File: src/design/dcrb_pkg.sv
package dcrb_pkg;

    localparam int NUM_CHANNELS_DEF = 7;

    localparam int FUNC_W    = 2;
    localparam int CHANNEL_W = 3;
    localparam int SEL_W     = 2;
    localparam int DATA_W    = 32;

    // Bus function codes
    localparam logic [FUNC_W-1:0] FUNC_READ  = 2'd0;
    localparam logic [FUNC_W-1:0] FUNC_WRITE = 2'd1;
    localparam logic [FUNC_W-1:0] FUNC_DONE  = 2'd2;

    // Register select codes
    localparam logic [SEL_W-1:0] SEL_BASE  = 2'd0;
    localparam logic [SEL_W-1:0] SEL_BLOCK = 2'd1;
    localparam logic [SEL_W-1:0] SEL_CTRL  = 2'd2;

    // Sync modes
    localparam logic [1:0] SYNC_MANUAL   = 2'd0;
    localparam logic [1:0] SYNC_REQUEST  = 2'd1;
    localparam logic [1:0] SYNC_LINKED   = 2'd2;
    localparam logic [1:0] SYNC_RESERVED = 2'd3;

    localparam int BASE_W = 24;

    // One channel's registers, as held in the channel store
    typedef struct packed {
        logic [1:0]        spare;
        logic              trigger;
        logic              enable;
        logic [2:0]        cpu_window;
        logic [2:0]        dma_window;
        logic [1:0]        sync_mode;
        logic              chop;
        logic              step_dec;
        logic              dir_from_ram;
        logic [BASE_W-1:0] base;
        logic [15:0]       block_size;
        logic [15:0]       block_count;
    } chan_entry_t;

    // Request as packed on the slave stream, func in the lowest bits
    typedef struct packed {
        logic [DATA_W-1:0]    write_data;
        logic [SEL_W-1:0]     reg_select;
        logic [CHANNEL_W-1:0] channel;
        logic [FUNC_W-1:0]    func;
    } request_t;

    // Outcome of one register access
    typedef struct packed {
        logic              wr_en;
        logic              sync_err;
        logic [DATA_W-1:0] rd_data;
    } update_t;

endpackage

File: src/design/dcrb_store.sv
module dcrb_store #(
    parameter int NUM_CHANNELS = dcrb_pkg::NUM_CHANNELS_DEF,
    parameter int AW = (NUM_CHANNELS > 1) ? $clog2(NUM_CHANNELS) : 1
) (
    input  logic                  clk,
    input  logic                  rst_n,
    input  logic                  rd_en,
    input  logic [AW-1:0]         rd_addr,
    output dcrb_pkg::chan_entry_t rd_data,
    input  logic                  wr_en,
    input  logic [AW-1:0]         wr_addr,
    input  dcrb_pkg::chan_entry_t wr_data
);
    import dcrb_pkg::*;

    chan_entry_t              mem [NUM_CHANNELS];
    logic [NUM_CHANNELS-1:0]  valid_reg;
    chan_entry_t              rd_entry_reg;
    logic                     rd_valid_reg;

    // Entries never written since reset read as zero
    always_ff @(posedge clk or negedge rst_n)
    begin
        if (!rst_n)
        begin
            valid_reg    <= '0;
            rd_valid_reg <= 1'b0;
        end
        else
        begin
            if (wr_en)
            begin
                valid_reg[wr_addr] <= 1'b1;
            end
            if (rd_en)
            begin
                rd_valid_reg <= valid_reg[rd_addr];
            end
        end
    end

    always_ff @(posedge clk)
    begin
        if (wr_en)
        begin
            mem[wr_addr] <= wr_data;
        end
        if (rd_en)
        begin
            rd_entry_reg <= mem[rd_addr];
        end
    end

    assign rd_data = rd_valid_reg ? rd_entry_reg : '0;

endmodule

File: src/design/dcrb_update.sv
module dcrb_update (
    input  dcrb_pkg::request_t    req,
    input  dcrb_pkg::chan_entry_t old_entry,
    output dcrb_pkg::chan_entry_t new_entry,
    output dcrb_pkg::update_t     upd
);
    import dcrb_pkg::*;

    logic [1:0] wr_sync;

    assign wr_sync = req.write_data[10:9];

    always_comb
    begin
        new_entry    = old_entry;
        upd.wr_en    = 1'b0;
        upd.sync_err = 1'b0;
        upd.rd_data  = '0;
        unique case (req.func)
            FUNC_READ:
            begin
                unique case (req.reg_select)
                    SEL_BASE:  upd.rd_data = {8'd0, old_entry.base};
                    SEL_BLOCK: upd.rd_data = {old_entry.block_count, old_entry.block_size};
                    SEL_CTRL:
                    begin
                        upd.rd_data[0]     = old_entry.dir_from_ram;
                        upd.rd_data[1]     = old_entry.step_dec;
                        upd.rd_data[8]     = old_entry.chop;
                        upd.rd_data[10:9]  = old_entry.sync_mode;
                        upd.rd_data[18:16] = old_entry.dma_window;
                        upd.rd_data[22:20] = old_entry.cpu_window;
                        upd.rd_data[24]    = old_entry.enable;
                        upd.rd_data[28]    = old_entry.trigger;
                        upd.rd_data[30:29] = old_entry.spare;
                    end
                    default: upd.rd_data = '0;
                endcase
            end
            FUNC_WRITE:
            begin
                unique case (req.reg_select)
                    SEL_BASE:
                    begin
                        new_entry.base = req.write_data[BASE_W-1:0];
                        upd.wr_en      = 1'b1;
                    end
                    SEL_BLOCK:
                    begin
                        new_entry.block_size  = req.write_data[15:0];
                        new_entry.block_count = req.write_data[31:16];
                        upd.wr_en             = 1'b1;
                    end
                    SEL_CTRL:
                    begin
                        // Drop a write that carries the reserved sync mode
                        if (wr_sync == SYNC_RESERVED)
                        begin
                            upd.sync_err = 1'b1;
                        end
                        else
                        begin
                            new_entry.dir_from_ram = req.write_data[0];
                            new_entry.step_dec     = req.write_data[1];
                            new_entry.chop         = req.write_data[8];
                            new_entry.sync_mode    = wr_sync;
                            new_entry.dma_window   = req.write_data[18:16];
                            new_entry.cpu_window   = req.write_data[22:20];
                            new_entry.enable       = req.write_data[24];
                            new_entry.trigger      = req.write_data[28];
                            new_entry.spare        = req.write_data[30:29];
                            upd.wr_en              = 1'b1;
                        end
                    end
                    default: upd.wr_en = 1'b0;
                endcase
            end
            FUNC_DONE:
            begin
                new_entry.enable  = 1'b0;
                new_entry.trigger = 1'b0;
                upd.wr_en         = 1'b1;
            end
            default: upd.wr_en = 1'b0;
        endcase
    end

endmodule

File: src/design/dma_channel_register_bank_core.sv
// DMA channel register bank.
// Input stream (s_axis_*): one register request per transfer, carrying the
// function (read, write, mark done), channel, register select and write data.
// Output stream (m_axis_*): one response per request with the read data, the
// channel's active flag, its transfer size, a linked-list flag and a flag for
// a control write dropped because of the reserved sync mode.
// The channel registers live in a synchronous memory of NUM_CHANNELS entries.
// A request reads its entry on acceptance, modifies and writes it back in
// ST_UPDATE, then computes the transfer size through a 16x16 multiplier into
// the output register in ST_EMIT. No new request is taken until the previous
// one has loaded the output register, because of the memory read-modify-write
// loop: one request is in flight at a time.
// The output register decouples the sides: a request is accepted while the
// previous response still waits; when the receiver stalls the request in
// flight holds in its last stage until the response register frees up.
// Reset clears the per-entry valid bits, so every channel reads as zero,
// and empties the pipeline; no clearing sweep is needed.
// Requests naming a channel at or beyond NUM_CHANNELS change nothing and
// respond with all fields zero.
module dma_channel_register_bank_core #(
    parameter int NUM_CHANNELS = dcrb_pkg::NUM_CHANNELS_DEF
) (
    input  logic        clk,
    input  logic        rst_n,
    // s_axis_tdata, from bit 0: func[2], channel[3], reg_select[2],
    // write_data[32], zero fill[1]
    input  logic        s_axis_tvalid,
    output logic        s_axis_tready,
    input  logic [39:0] s_axis_tdata,
    // m_axis_tdata, from bit 0: read_data[32], active[1], transfer_size[32],
    // size_unknown[1], sync_error[1], zero fill[5]
    output logic        m_axis_tvalid,
    input  logic        m_axis_tready,
    output logic [71:0] m_axis_tdata
);
    import dcrb_pkg::*;

    localparam int AW = (NUM_CHANNELS > 1) ? $clog2(NUM_CHANNELS) : 1;

    typedef enum logic [1:0] {
        ST_IDLE,
        ST_UPDATE,
        ST_EMIT
    } state_t;

    state_t       state_reg;
    request_t     in_req;
    request_t     req_reg;
    logic         in_accept;
    logic         in_range;
    logic         in_range_reg;
    chan_entry_t  old_entry;
    chan_entry_t  new_entry;
    chan_entry_t  entry_reg;
    update_t      upd;
    logic [31:0]  rd_data_reg;
    logic         sync_err_reg;
    logic         out_load;
    logic [31:0]  product;

    logic         out_valid_reg;
    logic [31:0]  out_read_data_reg;
    logic         out_active_reg;
    logic [31:0]  out_size_reg;
    logic         out_unknown_reg;
    logic         out_err_reg;

    assign in_req = s_axis_tdata[38:0];

    assign s_axis_tready = (state_reg == ST_IDLE);
    assign in_accept     = s_axis_tvalid && s_axis_tready;
    assign in_range      = 32'(req_reg.channel) < NUM_CHANNELS;

    dcrb_store #(
        .NUM_CHANNELS (NUM_CHANNELS),
        .AW           (AW)
    ) u_store (
        .clk     (clk),
        .rst_n   (rst_n),
        .rd_en   (in_accept),
        .rd_addr (AW'(in_req.channel)),
        .rd_data (old_entry),
        .wr_en   ((state_reg == ST_UPDATE) && in_range && upd.wr_en),
        .wr_addr (AW'(req_reg.channel)),
        .wr_data (new_entry)
    );

    dcrb_update u_update (
        .req       (req_reg),
        .old_entry (old_entry),
        .new_entry (new_entry),
        .upd       (upd)
    );

    assign out_load = (state_reg == ST_EMIT) && (!out_valid_reg || m_axis_tready);
    assign product  = {16'd0, entry_reg.block_size} * {16'd0, entry_reg.block_count};

    always_ff @(posedge clk or negedge rst_n)
    begin
        if (!rst_n)
        begin
            state_reg         <= ST_IDLE;
            req_reg           <= '0;
            in_range_reg      <= 1'b0;
            entry_reg         <= '0;
            rd_data_reg       <= '0;
            sync_err_reg      <= 1'b0;
            out_valid_reg     <= 1'b0;
            out_read_data_reg <= '0;
            out_active_reg    <= 1'b0;
            out_size_reg      <= '0;
            out_unknown_reg   <= 1'b0;
            out_err_reg       <= 1'b0;
        end
        else
        begin
            if (out_valid_reg && m_axis_tready)
            begin
                out_valid_reg <= 1'b0;
            end
            unique case (state_reg)
                ST_IDLE:
                begin
                    // Memory read issues on the accept edge
                    if (in_accept)
                    begin
                        req_reg   <= in_req;
                        state_reg <= ST_UPDATE;
                    end
                end
                ST_UPDATE:
                begin
                    // Write back and hold the updated entry for the status stage
                    in_range_reg <= in_range;
                    entry_reg    <= new_entry;
                    rd_data_reg  <= upd.rd_data;
                    sync_err_reg <= upd.sync_err;
                    state_reg    <= ST_EMIT;
                end
                ST_EMIT:
                begin
                    if (out_load)
                    begin
                        out_valid_reg     <= 1'b1;
                        out_read_data_reg <= in_range_reg ? rd_data_reg : '0;
                        out_err_reg       <= in_range_reg && sync_err_reg;
                        out_active_reg    <= in_range_reg && entry_reg.enable
                                             && (entry_reg.sync_mode != SYNC_MANUAL
                                                 || entry_reg.trigger);
                        out_unknown_reg   <= in_range_reg
                                             && (entry_reg.sync_mode == SYNC_LINKED);
                        if (!in_range_reg)
                        begin
                            out_size_reg <= '0;
                        end
                        else if (entry_reg.sync_mode == SYNC_MANUAL)
                        begin
                            out_size_reg <= {16'd0, entry_reg.block_size};
                        end
                        else if (entry_reg.sync_mode == SYNC_REQUEST)
                        begin
                            out_size_reg <= product;
                        end
                        else
                        begin
                            out_size_reg <= '0;
                        end
                        state_reg <= ST_IDLE;
                    end
                end
                default: state_reg <= ST_IDLE;
            endcase
        end
    end

    assign m_axis_tvalid = out_valid_reg;
    assign m_axis_tdata  = {5'd0, out_err_reg, out_unknown_reg, out_size_reg,
                            out_active_reg, out_read_data_reg};

    // Entry update only follows an accepted request
    a_update_after_accept: assert property (@(posedge clk) disable iff (!rst_n)
        state_reg == ST_UPDATE |-> $past(s_axis_tvalid && s_axis_tready))
        else $error("update stage entered without an accepted request");

    // Linked-list mode reports a zero size
    a_unknown_zero_size: assert property (@(posedge clk) disable iff (!rst_n)
        out_valid_reg && out_unknown_reg |-> out_size_reg == '0)
        else $error("size reported in linked-list mode");

    // A dropped control write returns no read data
    a_err_no_read: assert property (@(posedge clk) disable iff (!rst_n)
        out_valid_reg && out_err_reg |-> out_read_data_reg == '0)
        else $error("sync error response carries read data");

    // A new response is loaded only when the output register is free
    a_no_overwrite: assert property (@(posedge clk) disable iff (!rst_n)
        out_valid_reg && !m_axis_tready |=> out_valid_reg && $stable(out_size_reg))
        else $error("pending response lost");

endmodule

File: config.mk
export PLATFORM = sky130hd
export DESIGN_NAME = dma_channel_register_bank_core
export DESIGN_NICKNAME = d
export VERILOG_FILES = /design/src/design/dcrb_pkg.sv /design/src/design/dcrb_store.sv /design/src/design/dcrb_update.sv /design/src/design/dma_channel_register_bank_core.sv
export SDC_FILE = /design/constraint.sdc
export NUM_CORES = 2
export LEC_CHECK = 0
export BUFFER_PORTS_ARGS = -buffer_cell sky130_fd_sc_hd__buf_2
export CAP_MARGIN = 15
export CORE_UTILIZATION = 60
export DETAILED_ROUTE_END_ITERATION = 12
export PLACE_DENSITY = 0.77
export SYNTH_ARGS = -nofsm -noshare
export SYNTH_HDL_FRONTEND = slang
export SYNTH_HIERARCHICAL = 1
export SYNTH_SLANG_ARGS = --single-unit
File: constraint.sdc
create_clock -name clk -period 21.2 [get_ports clk]
set_clock_uncertainty 0.05 [all_clocks]
set_input_delay 3.18 -clock clk [delete_from_list [all_inputs] [get_ports clk]]
set_output_delay 3.18 -clock clk [all_outputs]
set_load 0.02 [all_outputs]
==> run_results.csv <==
group,metric,value,unit
critical_path,slowest_stage,"dfrtp_1",
cells_and_area,largest_reg_flops,497,
floorplan,fp.dieArea,66230,µm²
power,power.density,109.8,nW/µm²
route,vias,23110,
timing,drv_slew,0,
critical_path,critPathRequiredTime,21.71,ns
route,ant_nets,0,
cts,path_clk_slew,0.06,ns
cts,cts_max_level,3,
hold_path,hp-class,"flip-flop to flip-flop",
global_route,grt_max_degree,135,
critical_path,worstReg2RegEnd,"out_size_reg[31]",
critical_path,r2r.worst_path.cells,18,
global_route,overflow,0,
floorplan,io_pins,118,
placement,portBuffers,111,
cells_and_area,nets,3209,
yosys,synthArstFlopShare,24.77,%
critical_path,reg2reg_slack,14.50,ns
hold_path,hold_path_startpoint,"out_read_data_reg[13]",
timing,clock.fmax,0.1493,GHz
power,p_leak,0.01764,µW
floorplan,initial_core_util,60.69,%
timing,min_period_over_period,31.60,%
yosys,postSynth.topFlopCell,"edfxtp_1",
cts,cts_buffers,78,
cells_and_area,fillers,4469,
yosys,synth_edf_count,568,
job,cap_violations,0,
cells_and_area,antenna_cells,0,
cts,post_cts_resized,0,
yosys,ys_types,72,
floorplan,die_x,257.4,µm
placement,pre_cts_ws,14.41,ns
yosys,synth-seq-cells,755,
outcome,outcome,"finished, final reports clean",
timing,fin_crit,6.700,ns
floorplan,core-area,64460,µm²
yosys,synth_cells,2792,
cells_and_area,drive_gt1_share,20.58,%
floorplan,num_rows,93,
cts,root_buffer,"clkbuf_16",
critical_path,path_buf_inv,3,
timing,fin_tns_setup,0,ns
yosys,synthTopCellsByArea,"edfxtp_1 (44%), dfrtp_1 (12%), fa_1 (9.9%)",
route,drt-vias-per-instance,6.112,
cts,cts_tree,"built",
critical_path,end_kind,"flip-flop",
power,vdd_drop_max,0.07284,mV
placement,dp_hpwl,54.29,mm
critical_path,critPathMaxStageDelay,1.01,ns
cells_and_area,stdcell_area,42910,µm²
critical_path,cp.arrival,7.21,ns
yosys,synth_area,39120,µm²
cells_and_area,area_growth,9.690,%
yosys,yosysSeqAreaShare,55.56,%
route,drt_first_pass_iters,8,
cts,post-cts-setup-buffer-count,0,
yosys,synth_top_area_share,43.60,%
hold_path,min_to,"out_read_data_reg[13]",
cts,cts_hold_buffers,0,
timing,rsz0062_at_grt,"false",
global_route,grt_pass1_wl,142.0,mm
global_route,grtUsageTotal,28.19,%
critical_path,r2r-start,"entry_reg[24]",
timing,holdWs,0.4226,ns
timing,max_slew_margin,23.45,%
route,wl_per_cell,23.87,µm
timing,hold_violations,0,
route,drt_iter0_drc,2071,
hold_path,whs_path_depth,2,
critical_path,crit_path_cell_trace,"nand2_1, fa_1, inv_1, fa_1, fa_1, fa_1, fa_1, inv_1, fa_1, inv_1, ha_1, a211oi_1, nor2_1, o31ai_1, a21oi_1, a311o_1, a2111oi_0, nand3b_1",
critical_path,cpMostUsedCell,"fa_1",
cts,cts_buffer_depth,3,
floorplan,die_h,257.4,µm
critical_path,criticalPathCategory,"flip-flop to flip-flop",
route,totalWireLength,90.23,mm
critical_path,cp-start-kind,"flip-flop",
timing,worst_pin_slew,1.146,ns
yosys,post_synth.cell_area_avg,14.01,µm²
placement,dpl-instance-area,40300,µm²
yosys,yosysWarnings,6,
route,drc,0,
global_route,grt_pass1_vias,24710,
timing,finalSetupViolCount,0,
yosys,synth_top_area_cell,"edfxtp_1",
cells_and_area,layout_common_cells,"edfxtp_1 (568), nand2_1 (337), inv_1 (241)",
cells_and_area,final_common_cell,"edfxtp_1",
placement,place.gp.congestion,0.8582,
global_route,antenna_found_initial,1,
timing,setup_slack,14.50,ns
cts,clkSinkCount,755,
critical_path,crit_family,"adder cells",
cts,insertion_delay,0.65,ns
critical_path,critPathMaxFanout,18,
worst register-to-register path: cells and delay by family (launching register included):
kind | cells | cell delay, ns
DFF | 1 | 1.01
AOI/OAI and AO/OA | 5 | 1.48
and+or+nand+nor | 3 | 0.50
buffers and inverters | 3 | 0.18
adders and majority gates | 7 | 3.41
synthesized netlist by cell type (all sizes together) (43+ instances only):
master and count:
mux2i 86, o21ai 144, and2 191, buf 49
inv 241, ha 111, edfxtp 568, mux2 245
nand2 339, clkbuf 103, fa 194, mux4 72
dfrtp 187, nor2 43
power breakdown:
group | switching (µW) | leakage [µW] | internal (µW)
Combinational | 733 | 0.00862 | 465
Clock | 590 | 0.00127 | 786
Sequential | 306 | 0.00774 | 1830
cell families (layout without fill, tap and decap cells):
family                     Yosys count  after routing  synth area share, %
and+or+nand+nor                    640            640                7.896
AOI/OAI and AO/OA                  275            275                4.420
muxes                              403            403                13.97
adders and majority gates          305            305                13.48
xor gates and xnor gates            20             20               0.4477
other                                1              5             0.009585
DFF                                755            755                55.56
buffers and inverters              393            522                4.221
worst max path at each step:
stage | startpoint | to | slack [ns] | depth (start not counted)
after floorplan | req_reg[5] | u_store/valid_reg[0] | 14.07 | 11
after global placement | s_axis_tdata[2] | u_store/rd_entry_reg[1] | 14.43 | 5
after detailed placement | s_axis_tdata[2] | u_store/rd_entry_reg[1] | 14.41 | 5
after CTS | entry_reg[24] | out_size_reg[31] | 14.62 | 18
after global routing | entry_reg[7] | out_size_reg[31] | 14.27 | 19
final | entry_reg[24] | out_size_reg[31] | 14.50 | 18
per-layer routing:
layer | vias to the layer above | global-route usage [%] | part of all wire, %
met5 | - | 0 | 0.014
met4 | 2 | 8.958 | 2.5
met3 | 160 | 4.955 | 7.9
met2 | 999 | 48.38 | 51
met1 | 12030 | 36.66 | 39
li1 | 9916 | - | -
per-stage QoR:
step / instances / total power [µW] / utilization (%)
CTS: 3780 / 4719 / 66.57
floorplan: 2796 / 2878 / -
global route: 3780 / 4917 / 66.57
detailed placement: 3635 / 3339 / 62.51
global placement: 3635 / 3286 / 62.51
finish: 3780 / 4713 / 66.57
final cells by class:
| class | instances | area (µm²) | share of cell area [%] |
|---|---|---|---|
| multi-input combinational | 1648 | 15820 | 36.86 |
| sequential | 755 | 21740 | 50.65 |
| inverter | 241 | 904.6 | 2.108 |
| tap | 855 | 1070 | 2.493 |
| timing repair buffer | 136 | 769.5 | 1.793 |
| clock buffer | 109 | 2232 | 5.201 |
| clock inverter | 36 | 385.4 | 0.8980 |
Note: power is estimated with default switching activity, not from simulation.
